`config.mk`:
```
export PLATFORM = sky130hd
export DESIGN_NAME = key_value_table_linear_core
export DESIGN_NICKNAME = d
export VERILOG_FILES = /design/src/sv/kvt_pkg.sv /design/src/sv/kvt_ram.sv /design/src/sv/kvt_match.sv /design/src/sv/key_value_table_linear_core.sv
export SDC_FILE = /design/constraint.sdc
export NUM_CORES = 2
export LEC_CHECK = 0
export ABC_CLOCK_PERIOD_IN_PS = 19600
export BUFFER_PORTS_ARGS = -buffer_cell sky130_fd_sc_hd__buf_2
export CAP_MARGIN = 25
export CORE_MARGIN = 4
export CORE_UTILIZATION = 57
export DETAILED_ROUTE_END_ITERATION = 7
export GPL_ROUTABILITY_DRIVEN = 0
export PLACE_DENSITY = 0.74
export SLEW_MARGIN = 20
export SYNTH_ARGS = -nofsm -noshare
export SYNTH_HDL_FRONTEND = slang
export SYNTH_SLANG_ARGS = --single-unit
```
`constraint.sdc`:
```
create_clock -name aclk -period 19.6 [get_ports aclk]
set_input_delay 3.92 -clock aclk [delete_from_list [all_inputs] [get_ports aclk]]
set_output_delay 3.92 -clock aclk [all_outputs]
set_load 0.02 [all_outputs]
```
`src/sv/kvt_pkg.sv`:
```
// Package for the linear key/value table: operation and status codes,
// sequencer states and the compare result struct. No dependencies.
`timescale 1ns / 1ps

package kvt_pkg;

    localparam int OP_W     = 2;
    localparam int STATUS_W = 3;
    localparam int ENTRY_W  = 5;

    typedef enum logic [OP_W-1:0] {
        OP_ADD    = 2'd0,
        OP_DELETE = 2'd1,
        OP_FIND   = 2'd2,
        OP_CHANGE = 2'd3
    } kvt_op_t;

    typedef enum logic [STATUS_W-1:0] {
        ST_OK        = 3'd0,
        ST_PAIR      = 3'd1,
        ST_KEY       = 3'd2,
        ST_VALUE     = 3'd3,
        ST_NOT_FOUND = 3'd4,
        ST_FULL      = 3'd5
    } kvt_status_t;

    typedef enum logic [1:0] {
        S_IDLE,
        S_SCAN,
        S_SHIFT,
        S_FINISH
    } kvt_state_t;

    typedef struct packed {
        logic key_hit;
        logic value_hit;
    } kvt_match_t;

endpackage

```
`src/sv/kvt_ram.sv`:
```
// Generic single-write, single-read RAM with a registered read port.
// No dependencies.
`timescale 1ns / 1ps

module kvt_ram #(
    parameter int WIDTH = 64,
    parameter int DEPTH = 16
) (
    input  logic                     aclk,
    input  logic                     wr_en,
    input  logic [$clog2(DEPTH)-1:0] wr_addr,
    input  logic [WIDTH-1:0]         wr_data,
    input  logic [$clog2(DEPTH)-1:0] rd_addr,
    output logic [WIDTH-1:0]         rd_data
);

    logic [WIDTH-1:0] mem [DEPTH];

    always_ff @(posedge aclk) begin
        if (wr_en) begin
            mem[wr_addr] <= wr_data;
        end
        rd_data <= mem[rd_addr];
    end

endmodule

```
`src/sv/kvt_match.sv`:
```
// Shared compare unit: tests one stored entry against the item's key and value.
// Depends on kvt_pkg for the match struct.
`timescale 1ns / 1ps

module kvt_match
    import kvt_pkg::*;
#(
    parameter int KEY_WIDTH   = 32,
    parameter int VALUE_WIDTH = 32
) (
    input  logic [KEY_WIDTH-1:0]   entry_key,
    input  logic [VALUE_WIDTH-1:0] entry_value,
    input  logic [KEY_WIDTH-1:0]   item_key,
    input  logic [VALUE_WIDTH-1:0] item_value,
    output kvt_match_t             hit
);

    assign hit.key_hit   = (entry_key == item_key);
    assign hit.value_hit = (entry_value == item_value);

endmodule

```
`src/sv/key_value_table_linear_core.sv`:
```
// Top level of the linear key/value table: sequencer, entry RAM and result register.
// Depends on kvt_pkg, kvt_ram and kvt_match.
`timescale 1ns / 1ps

// The table holds up to DEPTH key/value pairs in order of entry, in one RAM
// with a single write port and a single registered read port. Each input word
// (add, delete, find or change) is handled on its own: the sequencer reads the
// held entries one a cycle through the one read port and tests each against
// the operands in a shared compare unit. An operation that meets a match at
// entry p, or finds none after the count entries held, then passes through the
// finish state to hand its result to the output register; a delete that hits
// entry p further copies every later entry down by one, one entry a cycle
// through the same port. The block takes no new input word until it is done
// with the last one. The result word sits in an output register, so the next
// input word is taken while a result still waits; a finished operation only
// stalls when the previous result has not yet been taken.
// Entries are never cleared: only entries below the count are ever used, so
// no reset pass over the RAM is needed.
module key_value_table_linear_core
    import kvt_pkg::*;
#(
    parameter int DEPTH       = 16,
    parameter int KEY_WIDTH   = 32,
    parameter int VALUE_WIDTH = 32
) (
    input  logic                   aclk,
    input  logic                   aresetn,

    input  logic                   s_valid,
    output logic                   s_ready,
    input  logic [OP_W-1:0]        s_operation,
    input  logic [KEY_WIDTH-1:0]   s_item_key,
    input  logic [VALUE_WIDTH-1:0] s_item_value,

    output logic                   m_valid,
    input  logic                   m_ready,
    output logic [STATUS_W-1:0]    m_status,
    output logic [VALUE_WIDTH-1:0] m_found_value,
    output logic [ENTRY_W-1:0]     m_entry_count
);

    localparam int IDX_W  = $clog2(DEPTH);
    localparam int CNT_W  = $clog2(DEPTH + 1);
    localparam int WORD_W = KEY_WIDTH + VALUE_WIDTH;

    // Sequencer and operand registers.
    kvt_state_t             state_reg, state_next;
    kvt_op_t                op_reg;
    logic [KEY_WIDTH-1:0]   key_reg;
    logic [VALUE_WIDTH-1:0] value_reg;
    logic [IDX_W-1:0]       idx_reg, idx_next;
    logic [CNT_W-1:0]       count_reg, count_next;

    // Result waiting to be handed to the output register.
    kvt_status_t            res_status_reg, res_status_next;
    logic [VALUE_WIDTH-1:0] res_found_reg, res_found_next;

    // Output register.
    logic                   out_valid_reg;
    kvt_status_t            out_status_reg;
    logic [VALUE_WIDTH-1:0] out_found_reg;
    logic [CNT_W-1:0]       out_count_reg;

    // RAM port.
    logic                   ram_we;
    logic [IDX_W-1:0]       ram_wr_addr;
    logic [WORD_W-1:0]      ram_wr_data;
    logic [IDX_W-1:0]       ram_rd_addr;
    logic [WORD_W-1:0]      ram_rd_data;
    logic [KEY_WIDTH-1:0]   entry_key;
    logic [VALUE_WIDTH-1:0] entry_value;

    kvt_match_t             hit;
    logic                   in_fire;
    logic                   out_free;
    logic                   entry_ok;
    logic                   last_entry;
    logic                   scan_hit;
    logic                   shift_more;
    logic [CNT_W-1:0]       idx_plus_one;

    assign in_fire  = s_valid && s_ready;
    assign out_free = !out_valid_reg || m_ready;

    assign entry_key   = ram_rd_data[WORD_W-1:VALUE_WIDTH];
    assign entry_value = ram_rd_data[VALUE_WIDTH-1:0];

    kvt_ram #(
        .WIDTH (WORD_W),
        .DEPTH (DEPTH)
    ) u_ram (
        .aclk    (aclk),
        .wr_en   (ram_we),
        .wr_addr (ram_wr_addr),
        .wr_data (ram_wr_data),
        .rd_addr (ram_rd_addr),
        .rd_data (ram_rd_data)
    );

    kvt_match #(
        .KEY_WIDTH   (KEY_WIDTH),
        .VALUE_WIDTH (VALUE_WIDTH)
    ) u_match (
        .entry_key   (entry_key),
        .entry_value (entry_value),
        .item_key    (key_reg),
        .item_value  (value_reg),
        .hit         (hit)
    );

    // The read data in the scan state always belongs to entry idx_reg, and in
    // the shift state to entry idx_reg + 1. An entry only counts when it lies
    // below the count, which matters only when the table is empty.
    assign idx_plus_one = CNT_W'(idx_reg) + CNT_W'(1);
    assign entry_ok     = (CNT_W'(idx_reg) < count_reg);
    assign last_entry   = (idx_plus_one >= count_reg);
    assign shift_more   = (idx_plus_one < count_reg);

    always_comb begin
        unique case (op_reg)
            OP_ADD:    scan_hit = entry_ok && (hit.key_hit || hit.value_hit);
            OP_DELETE: scan_hit = entry_ok && hit.key_hit && hit.value_hit;
            default:   scan_hit = entry_ok && hit.key_hit;
        endcase
    end

    // Read address: entry 0 is fetched while idle so that the scan starts at
    // once; later each cycle fetches the entry needed in the next one.
    always_comb begin
        unique case (state_reg)
            S_SCAN:  ram_rd_addr = idx_reg + IDX_W'(1);
            S_SHIFT: ram_rd_addr = idx_reg + IDX_W'(2);
            default: ram_rd_addr = '0;
        endcase
    end

    // Next state.
    always_comb begin
        state_next = state_reg;
        unique case (state_reg)
            S_IDLE: begin
                if (in_fire) begin
                    state_next = S_SCAN;
                end
            end
            S_SCAN: begin
                if (scan_hit) begin
                    state_next = (op_reg == OP_DELETE) ? S_SHIFT : S_FINISH;
                end else if (!entry_ok || last_entry) begin
                    state_next = S_FINISH;
                end
            end
            S_SHIFT: begin
                if (!shift_more) begin
                    state_next = S_FINISH;
                end
            end
            S_FINISH: begin
                if (out_free) begin
                    state_next = S_IDLE;
                end
            end
            default: state_next = S_IDLE;
        endcase
    end

    // Datapath controls and table updates.
    always_comb begin
        ram_we          = 1'b0;
        ram_wr_addr     = idx_reg;
        ram_wr_data     = ram_rd_data;
        idx_next        = idx_reg;
        count_next      = count_reg;
        res_status_next = res_status_reg;
        res_found_next  = res_found_reg;

        unique case (state_reg)
            S_IDLE: begin
                if (in_fire) begin
                    idx_next        = '0;
                    res_status_next = ST_OK;
                    res_found_next  = '0;
                end
            end
            S_SCAN: begin
                if (scan_hit) begin
                    unique case (op_reg)
                        OP_ADD: begin
                            priority if (hit.key_hit && hit.value_hit) begin
                                res_status_next = ST_PAIR;
                            end else if (hit.key_hit) begin
                                res_status_next = ST_KEY;
                            end else begin
                                res_status_next = ST_VALUE;
                            end
                        end
                        OP_DELETE: begin
                            res_status_next = ST_OK;
                        end
                        OP_FIND: begin
                            res_found_next = entry_value;
                        end
                        OP_CHANGE: begin
                            ram_we      = 1'b1;
                            ram_wr_data = {key_reg, value_reg};
                        end
                        default: ;
                    endcase
                end else if (!entry_ok || last_entry) begin
                    // No entry matched.
                    if (op_reg == OP_ADD) begin
                        if (count_reg < CNT_W'(DEPTH)) begin
                            ram_we      = 1'b1;
                            ram_wr_addr = count_reg[IDX_W-1:0];
                            ram_wr_data = {key_reg, value_reg};
                            count_next  = count_reg + CNT_W'(1);
                        end else begin
                            res_status_next = ST_FULL;
                        end
                    end else begin
                        res_status_next = ST_NOT_FOUND;
                    end
                end else begin
                    idx_next = idx_reg + IDX_W'(1);
                end
            end
            S_SHIFT: begin
                if (shift_more) begin
                    ram_we   = 1'b1;
                    idx_next = idx_reg + IDX_W'(1);
                end else begin
                    count_next = count_reg - CNT_W'(1);
                end
            end
            default: ;
        endcase
    end

    always_ff @(posedge aclk) begin
        if (!aresetn) begin
            state_reg     <= S_IDLE;
            count_reg     <= '0;
            out_valid_reg <= 1'b0;
        end else begin
            state_reg <= state_next;
            count_reg <= count_next;
            if (state_reg == S_FINISH && out_free) begin
                out_valid_reg <= 1'b1;
            end else if (m_ready) begin
                out_valid_reg <= 1'b0;
            end
        end
    end

    always_ff @(posedge aclk) begin
        if (in_fire) begin
            op_reg    <= kvt_op_t'(s_operation);
            key_reg   <= s_item_key;
            value_reg <= s_item_value;
        end
        idx_reg        <= idx_next;
        res_status_reg <= res_status_next;
        res_found_reg  <= res_found_next;
        if (state_reg == S_FINISH && out_free) begin
            out_status_reg <= res_status_reg;
            out_found_reg  <= res_found_reg;
            out_count_reg  <= count_reg;
        end
    end

    assign s_ready       = (state_reg == S_IDLE);
    assign m_valid       = out_valid_reg;
    assign m_status      = out_status_reg;
    assign m_found_value = out_found_reg;
    assign m_entry_count = ENTRY_W'(out_count_reg);

endmodule

```
Word level (Yosys, flattened, before mapping)
Memory sizes are Yosys's and may differ from the RTL's. A register that Yosys moved wholly into a read port is not among the register bits. Cells that the tools add are included.

Flip-flop bits (word level): 153. Bits in writable memories: 1024. Input port bits: 70. Word-level logic and storage cells: 121. Memories kept: 1.

Add/sub/neg operators: 5. Magnitude comparators: 4. Equal/unequal tests: 22. Mux-type cells: 55. Reduce and logical (&&, ||, !) cells: 22.

Memory list: u_ram.mem (words 16, bits a word 64, read ports 1, clocked after memory_dff 1, wr ports 1, line kvt_ram.sv:17) `logic [WIDTH-1:0] mem [DEPTH];`.

Operator list (count): 64-bit two-way mux (6); 32-bit two-way mux (3); 32-bit equality test (2); 32-bit one-hot mux with 2 select lines (1); 4-bit two-way mux (9); 5-bit two-way mux (5); 2-bit inequality test, second input constant (9); 3-bit two-way mux (5); 1-bit two-way mux (12); 2-bit two-way mux (6); 3-bit one-hot mux with 2 select lines (2); 4-bit one-hot mux with 3 select lines (1); 5-bit one-hot mux with 2 select lines (1); 5-bit AND reduction (2); 2-bit equality test, second input constant (4); 4-bit inequality test, second input constant (2); 2-bit one-hot mux with 4 select lines (1); 4-bit one-hot mux with 2 select lines (1); 4-bit AND reduction (2); 1-bit logical AND (6); 6-bit AND reduction (1); 2-bit nonzero test (3); 4-bit by 1-bit adder with 5-bit output, second input constant (1); 5-bit by 1-bit adder with 5-bit output, second input constant (1); 15 further kinds (22).

Depth between registers and ports, before layout
Word-level depth: 8. Gate-level depth with buffers: 13. Mapped depth without buffers: 11.

Modules after synthesis
From an unflattened synthesis, not the netlist that was laid out.

Cells, all modules: 2148. Area total of the unflattened synthesis: 46868.7 um^2.

By module, submodules not included: kvt_ram (instances 1, cells each 1647, area an instance 39581.7 um^2); key_value_table_linear_core (instances 1, cells each 415, area an instance 6593.8 um^2); kvt_match (instances 1, cells each 86, area an instance 693.2 um^2).

Worst setup path after synthesis
OpenSTA, ideal clock, no wires.

Path type: register to register. From: register idx_reg[0]. To: memory u_ram.mem[3][0] (enable). Library setup time: 0.574 ns. Arrival: 6.943 ns. Slack: 12.082 ns. Stages on the path, launching flop included: 11. Cell sequence: edfxtp_1 ha_1 ha_1 nor2b_1 o21a_1 o21a_1 o21ai_0 nand2_1 a2111oi_4 nand3_1 o21ai_0.

Word-level cells in the longest chain between the ends: 8.

RTL lines: from (decl) (line key_value_table_linear_core.sv:51) `logic [IDX_W-1:0] idx_reg, idx_next;`; from (signal assigned) (line key_value_table_linear_core.sv:261) `idx_reg <= idx_next;`; 4-bit by 1-bit adder with 5-bit output (*) (line key_value_table_linear_core.sv:114) `assign idx_plus_one = CNT_W'(idx_reg) + CNT_W'(1);`; named net idx_plus_one[1] (line key_value_table_linear_core.sv:80) `logic [CNT_W-1:0] idx_plus_one;`; 5-bit greater-or-equal comparator (line key_value_table_linear_core.sv:116) `assign last_entry = (idx_plus_one >= count_reg);`; 1-bit logical OR (line key_value_table_linear_core.sv:209) `end else if (!entry_ok || last_entry) begin`; 1-bit two-way mux (line key_value_table_linear_core.sv:209); 1-bit two-way mux (line key_value_table_linear_core.sv:186) `if (scan_hit) begin`; 1-bit one-hot mux with 2 select lines (line key_value_table_linear_core.sv:177) `unique case (state_reg)`; 1-bit two-way mux (line kvt_ram.sv:20) `if (wr_en) begin`; 1-bit two-way mux (implied by the code) (line kvt_ram.sv:21) `mem[wr_addr] <= wr_data;`; to (decl) (line kvt_ram.sv:17).

Mark *: on every way through the listed nets, which the timed path passes. The rest lies on a longest branch.

Final worst setup path
From: register state_reg[0]. To: output s_ready.

Word-level cells in the longest chain between the ends: 1.

RTL lines: from (decl) (line key_value_table_linear_core.sv:47) `kvt_state_t state_reg, state_next;`; from (signal assigned) (line key_value_table_linear_core.sv:245) `state_reg <= state_next;`; 2-bit zero test (line key_value_table_linear_core.sv:271) `assign s_ready = (state_reg == S_IDLE);`; to (decl) (line key_value_table_linear_core.sv:30) `output logic s_ready,`.

No other way between the ends.

==> impl_results.md <==
* CTS buffer count at 118
* Post-layout minimum cycle time at 5596 ps
* Flip-flop cell with the highest count after synthesis: sky130_fd_sc_hd__edfxtp_1
* Synth Warn # at 0
* Sequential Area at 0.03655 mm²
* Placeable core area at 0.08342 mm²
* Maximum operating frequency at roughly 180 MHz
* Layout-stage area growth over the synthesis result at 12.76%
* EDFF count, synth at 1169
* Via count at ~23000
* Worst setup EP type: output pin
* Data arrival time of the critical path at about 1700 ps
* Maximum number of pins on one net before global-route repair at 151
* Required time of the critical path at 15680 ps
* Later-pin clock latency in the skew report at 690 ps
* Multi-input gate area in the final layout at 0.01097 mm²
* Register with the most flip-flops: u_ram.mem
* RSZ-0062 raised after global routing: no
* Fraction of final layout cells with drive strength greater than 1 at 26.95%
* Top Registers: u_ram.mem: 1024 flops, u_ram.rd_data: 64 flops
* Placed cell count at 3447
* Routed WL per cell at between 20 and 30 µm
* Biggest fanout along the worst timing path at 7
* Vias per cell at 6.393
* Overall die height at 297.9 µm
* Worst hold-check path type: flip-flop to flip-flop
* Critical path startpoint category: flip-flop
* Slew Viols, Final at 0
* Avg Inst Size Synth at around 21 µm²
* Setup bufs post-CTS at 0
* Buffers & Inverters on Critical Path at 2
* Period utilisation layout at 28.55%
* Leakage power of the design at 18.00 nW
* Standard-cell row count at about 110
* Post-layout nets at 2578
* Overall routing resource usage at 24.63%
* Final setup fails at 0
* Worst path cell trace: inv_1 -> ha_1 -> buf_2
* Port Buf Inserts at 111
* Clock-pin transition on the worst setup and hold timing paths at 60 ps
* FFs w/ async S/R, synth at 0%
* Summed negative setup slack over all endpoints at 0 ps
* Final cell count without fillers at 3671
* Final hold violations at 0
* Filler cells at approximately 5400
* First-pass GRT wire length at 160200 µm
* Pin slew with the least headroom to its limit at 1060 ps
* Cell family with most CP delay: flip-flops
* Worst setup skew after layout at approximately 27 ps
* Number of buffers added to fix hold violations after cts at 0
* Number of top-level pins at between 100 and 150
* Cells after synthesis at 2321
* Max-slew headroom at the worst pin at 29.34%
* Horizontal extent of the die at 297.9 µm
* Peak per-stage delay on the critical path at 410 ps
* CP max stage cell: sky130_fd_sc_hd__dfxtp_1
* Number of design rule violations left after detail routing at 0
* Placed wire-length estimate after detailed placement at 55220 µm
* Max FFs per register at 1024
* Number of global-route vias before repair at 23910
* Maximum vdd drop at 135.3 µV
* Unique cell type count in the Yosys netlist at 54
* Post-synthesis instance area at 0.04790 mm²
* 1st-pass router iterations at 6
* Count of routing violations after the opening detailed-route iteration at 3001
* Initial antenna violation count at 4
* Pwr Density at 147.2 mW/mm²
* Post-synthesis net count at 2411
* Resized cells post-CTS at 0
* Clk sinks at 1241
* Part of the Yosys area used for sequential elements at 76.30%
* CTS max path bufs at 3
* Sum of overflow across all layers after global routing at 0
* Starting Density at 57.42%
* Outcome: completed
* Total Routed Length at 108700 µm
* Number of nets with antenna violations after routing at 0
* H-tree levels at 3
* Max-cap violations at 0
* Die area at about 0.089 mm²
* Category of the most critical setup path: flip-flop to output pin
* Clock Tree Root: sky130_fd_sc_hd__clkbuf_16
* TritonCTS clock tree: yes
* Number of synthesized register bits at around 1200
## kinds of logic (layout without fill, tap and decap cells)
kind of cell | count (synthesis) | after routing | synth area share, %
flops | 1241 | 1241 | 76.30
buf+inv | 131 | 400 | 1.340
xor+xnor | 70 | 70 | 1.280
compound gates | 177 | 177 | 2.597
other cells | 0 | 1 | 0
fa+ha+maj | 20 | 20 | 0.5381
simple gates | 346 | 346 | 3.602
mux | 336 | 336 | 14.35
## Yosys cell counts, types with 7 or more instances
| master | count | share of area (%) |
|---|---|---|
| sky130_fd_sc_hd__nand2_1 | 163 | 1.3 |
| sky130_fd_sc_hd__mux2_4 | 60 | 1.9 |
| sky130_fd_sc_hd__nand3_1 | 13 | 0.14 |
| sky130_fd_sc_hd__edfxtp_1 | 1169 | 73 |
| sky130_fd_sc_hd__ha_1 | 19 | 0.50 |
| sky130_fd_sc_hd__nor3_1 | 7 | 0.073 |
| sky130_fd_sc_hd__nor2_1 | 15 | 0.12 |
| sky130_fd_sc_hd__o21ai_0 | 12 | 0.13 |
| sky130_fd_sc_hd__and2_1 | 104 | 1.4 |
| sky130_fd_sc_hd__buf_12 | 7 | 0.29 |
| sky130_fd_sc_hd__clkbuf_1 | 76 | 0.60 |
| sky130_fd_sc_hd__mux4_2 | 256 | 12 |
| sky130_fd_sc_hd__nor4_1 | 16 | 0.21 |
| sky130_fd_sc_hd__nor2b_1 | 10 | 0.13 |
| sky130_fd_sc_hd__buf_2 | 29 | 0.30 |
| sky130_fd_sc_hd__xor2_1 | 66 | 1.2 |
| sky130_fd_sc_hd__a21oi_1 | 10 | 0.10 |
| sky130_fd_sc_hd__inv_1 | 13 | 0.10 |
| sky130_fd_sc_hd__mux2i_1 | 16 | 0.33 |
| sky130_fd_sc_hd__dfxtp_1 | 72 | 3.0 |
| sky130_fd_sc_hd__a31oi_1 | 66 | 0.86 |
| sky130_fd_sc_hd__a211oi_1 | 69 | 1.1 |
## stage by stage
stage / utilization, % / hold slack, ps / worst slack [ps] / total power, mW / instance area, µm²
after floorplan: - / 400.3 / 12080 / 5.102 / 47900
after global placement: 59.76 / 403.2 / 13760 / 5.574 / 49850
after detailed placement: 59.87 / 405.2 / 13890 / 5.660 / 49940
after CTS: 64.71 / 419.8 / 13890 / 7.979 / 53990
after global routing: 64.74 / 429.1 / 13390 / 8.275 / 54010
final: 64.74 / 420.7 / 14000 / 7.949 / 54010
## power by group
| part | switching, mW | internal, mW | leakage [nW] |
|---|---|---|---|
| sequential | 0.137 | 3.52 | 11.2 |
| combinational | 1.17 | 0.794 | 4.83 |
| clock | 0.950 | 1.38 | 1.98 |
| total | 2.25 | 5.69 | 18.0 |
## worst reg2reg max path: stages, from the launching register on
cell and delay [ps]:
sky130_fd_sc_hd__dfxtp_1 420, sky130_fd_sc_hd__inv_1 100, sky130_fd_sc_hd__ha_1 190, sky130_fd_sc_hd__buf_4 300, sky130_fd_sc_hd__nand2_1 130, sky130_fd_sc_hd__o21ai_0 140
sky130_fd_sc_hd__nand2_4 580, sky130_fd_sc_hd__buf_12 730, sky130_fd_sc_hd__buf_4 860, sky130_fd_sc_hd__buf_4 800, sky130_fd_sc_hd__mux4_2 610, sky130_fd_sc_hd__and2_1 170
sky130_fd_sc_hd__a211oi_1 280, sky130_fd_sc_hd__a31oi_1 80
## area by class of cell
type                            count  area share, %
Sequential cell                  1241          67.67
Multi-Input combinational cell    949          20.31
Clock buffer                      159          6.146
Tap cell                         1080          2.502
Timing Repair Buffer              164          1.937
Clock inverter                     63          1.339
Inverter                           14        0.09730
Antenna cell                        1       0.004633
## worst paths after layout
| check | startpoint | end | slack [ps] | cells past startpoint |
|---|---|---|---|---|
| worst max-delay path | state_reg[0] | s_ready | 14000 | 3 |
| worst min-delay path | res_status_reg[1] | m_status[1] | 420 | 0 |
| worst min register to register | res_status_reg[1] | m_status[1] | 420 | 0 |
| worst max register to register | state_reg[1] | u_ram.rd_data[60] | 14060 | 13 |
## metal layers
layer  wire (µm)  GRT usage, %  up-vias
li1            -             -     9775
met1       42730         35.43    12280
met2       53140         39.85     1224
met3        9973         4.452      189
met4        2806         6.592        2
met5          13             0        -
## layout by cell type, fill, tap and decap left out, types with 46 or more instances in the layout
cell type / n
sky130_fd_sc_hd__edfxtp_1: 1169
sky130_fd_sc_hd__mux4_2: 256
sky130_fd_sc_hd__nand2_1: 161
sky130_fd_sc_hd__clkbuf_16: 120
sky130_fd_sc_hd__buf_2: 111
sky130_fd_sc_hd__and2_1: 102
sky130_fd_sc_hd__dfxtp_1: 72
sky130_fd_sc_hd__a211oi_1: 69
sky130_fd_sc_hd__xor2_1: 66
sky130_fd_sc_hd__a31oi_1: 66
sky130_fd_sc_hd__mux2_4: 60
sky130_fd_sc_hd__buf_4: 46
Power figures use the tool's default switching activity.
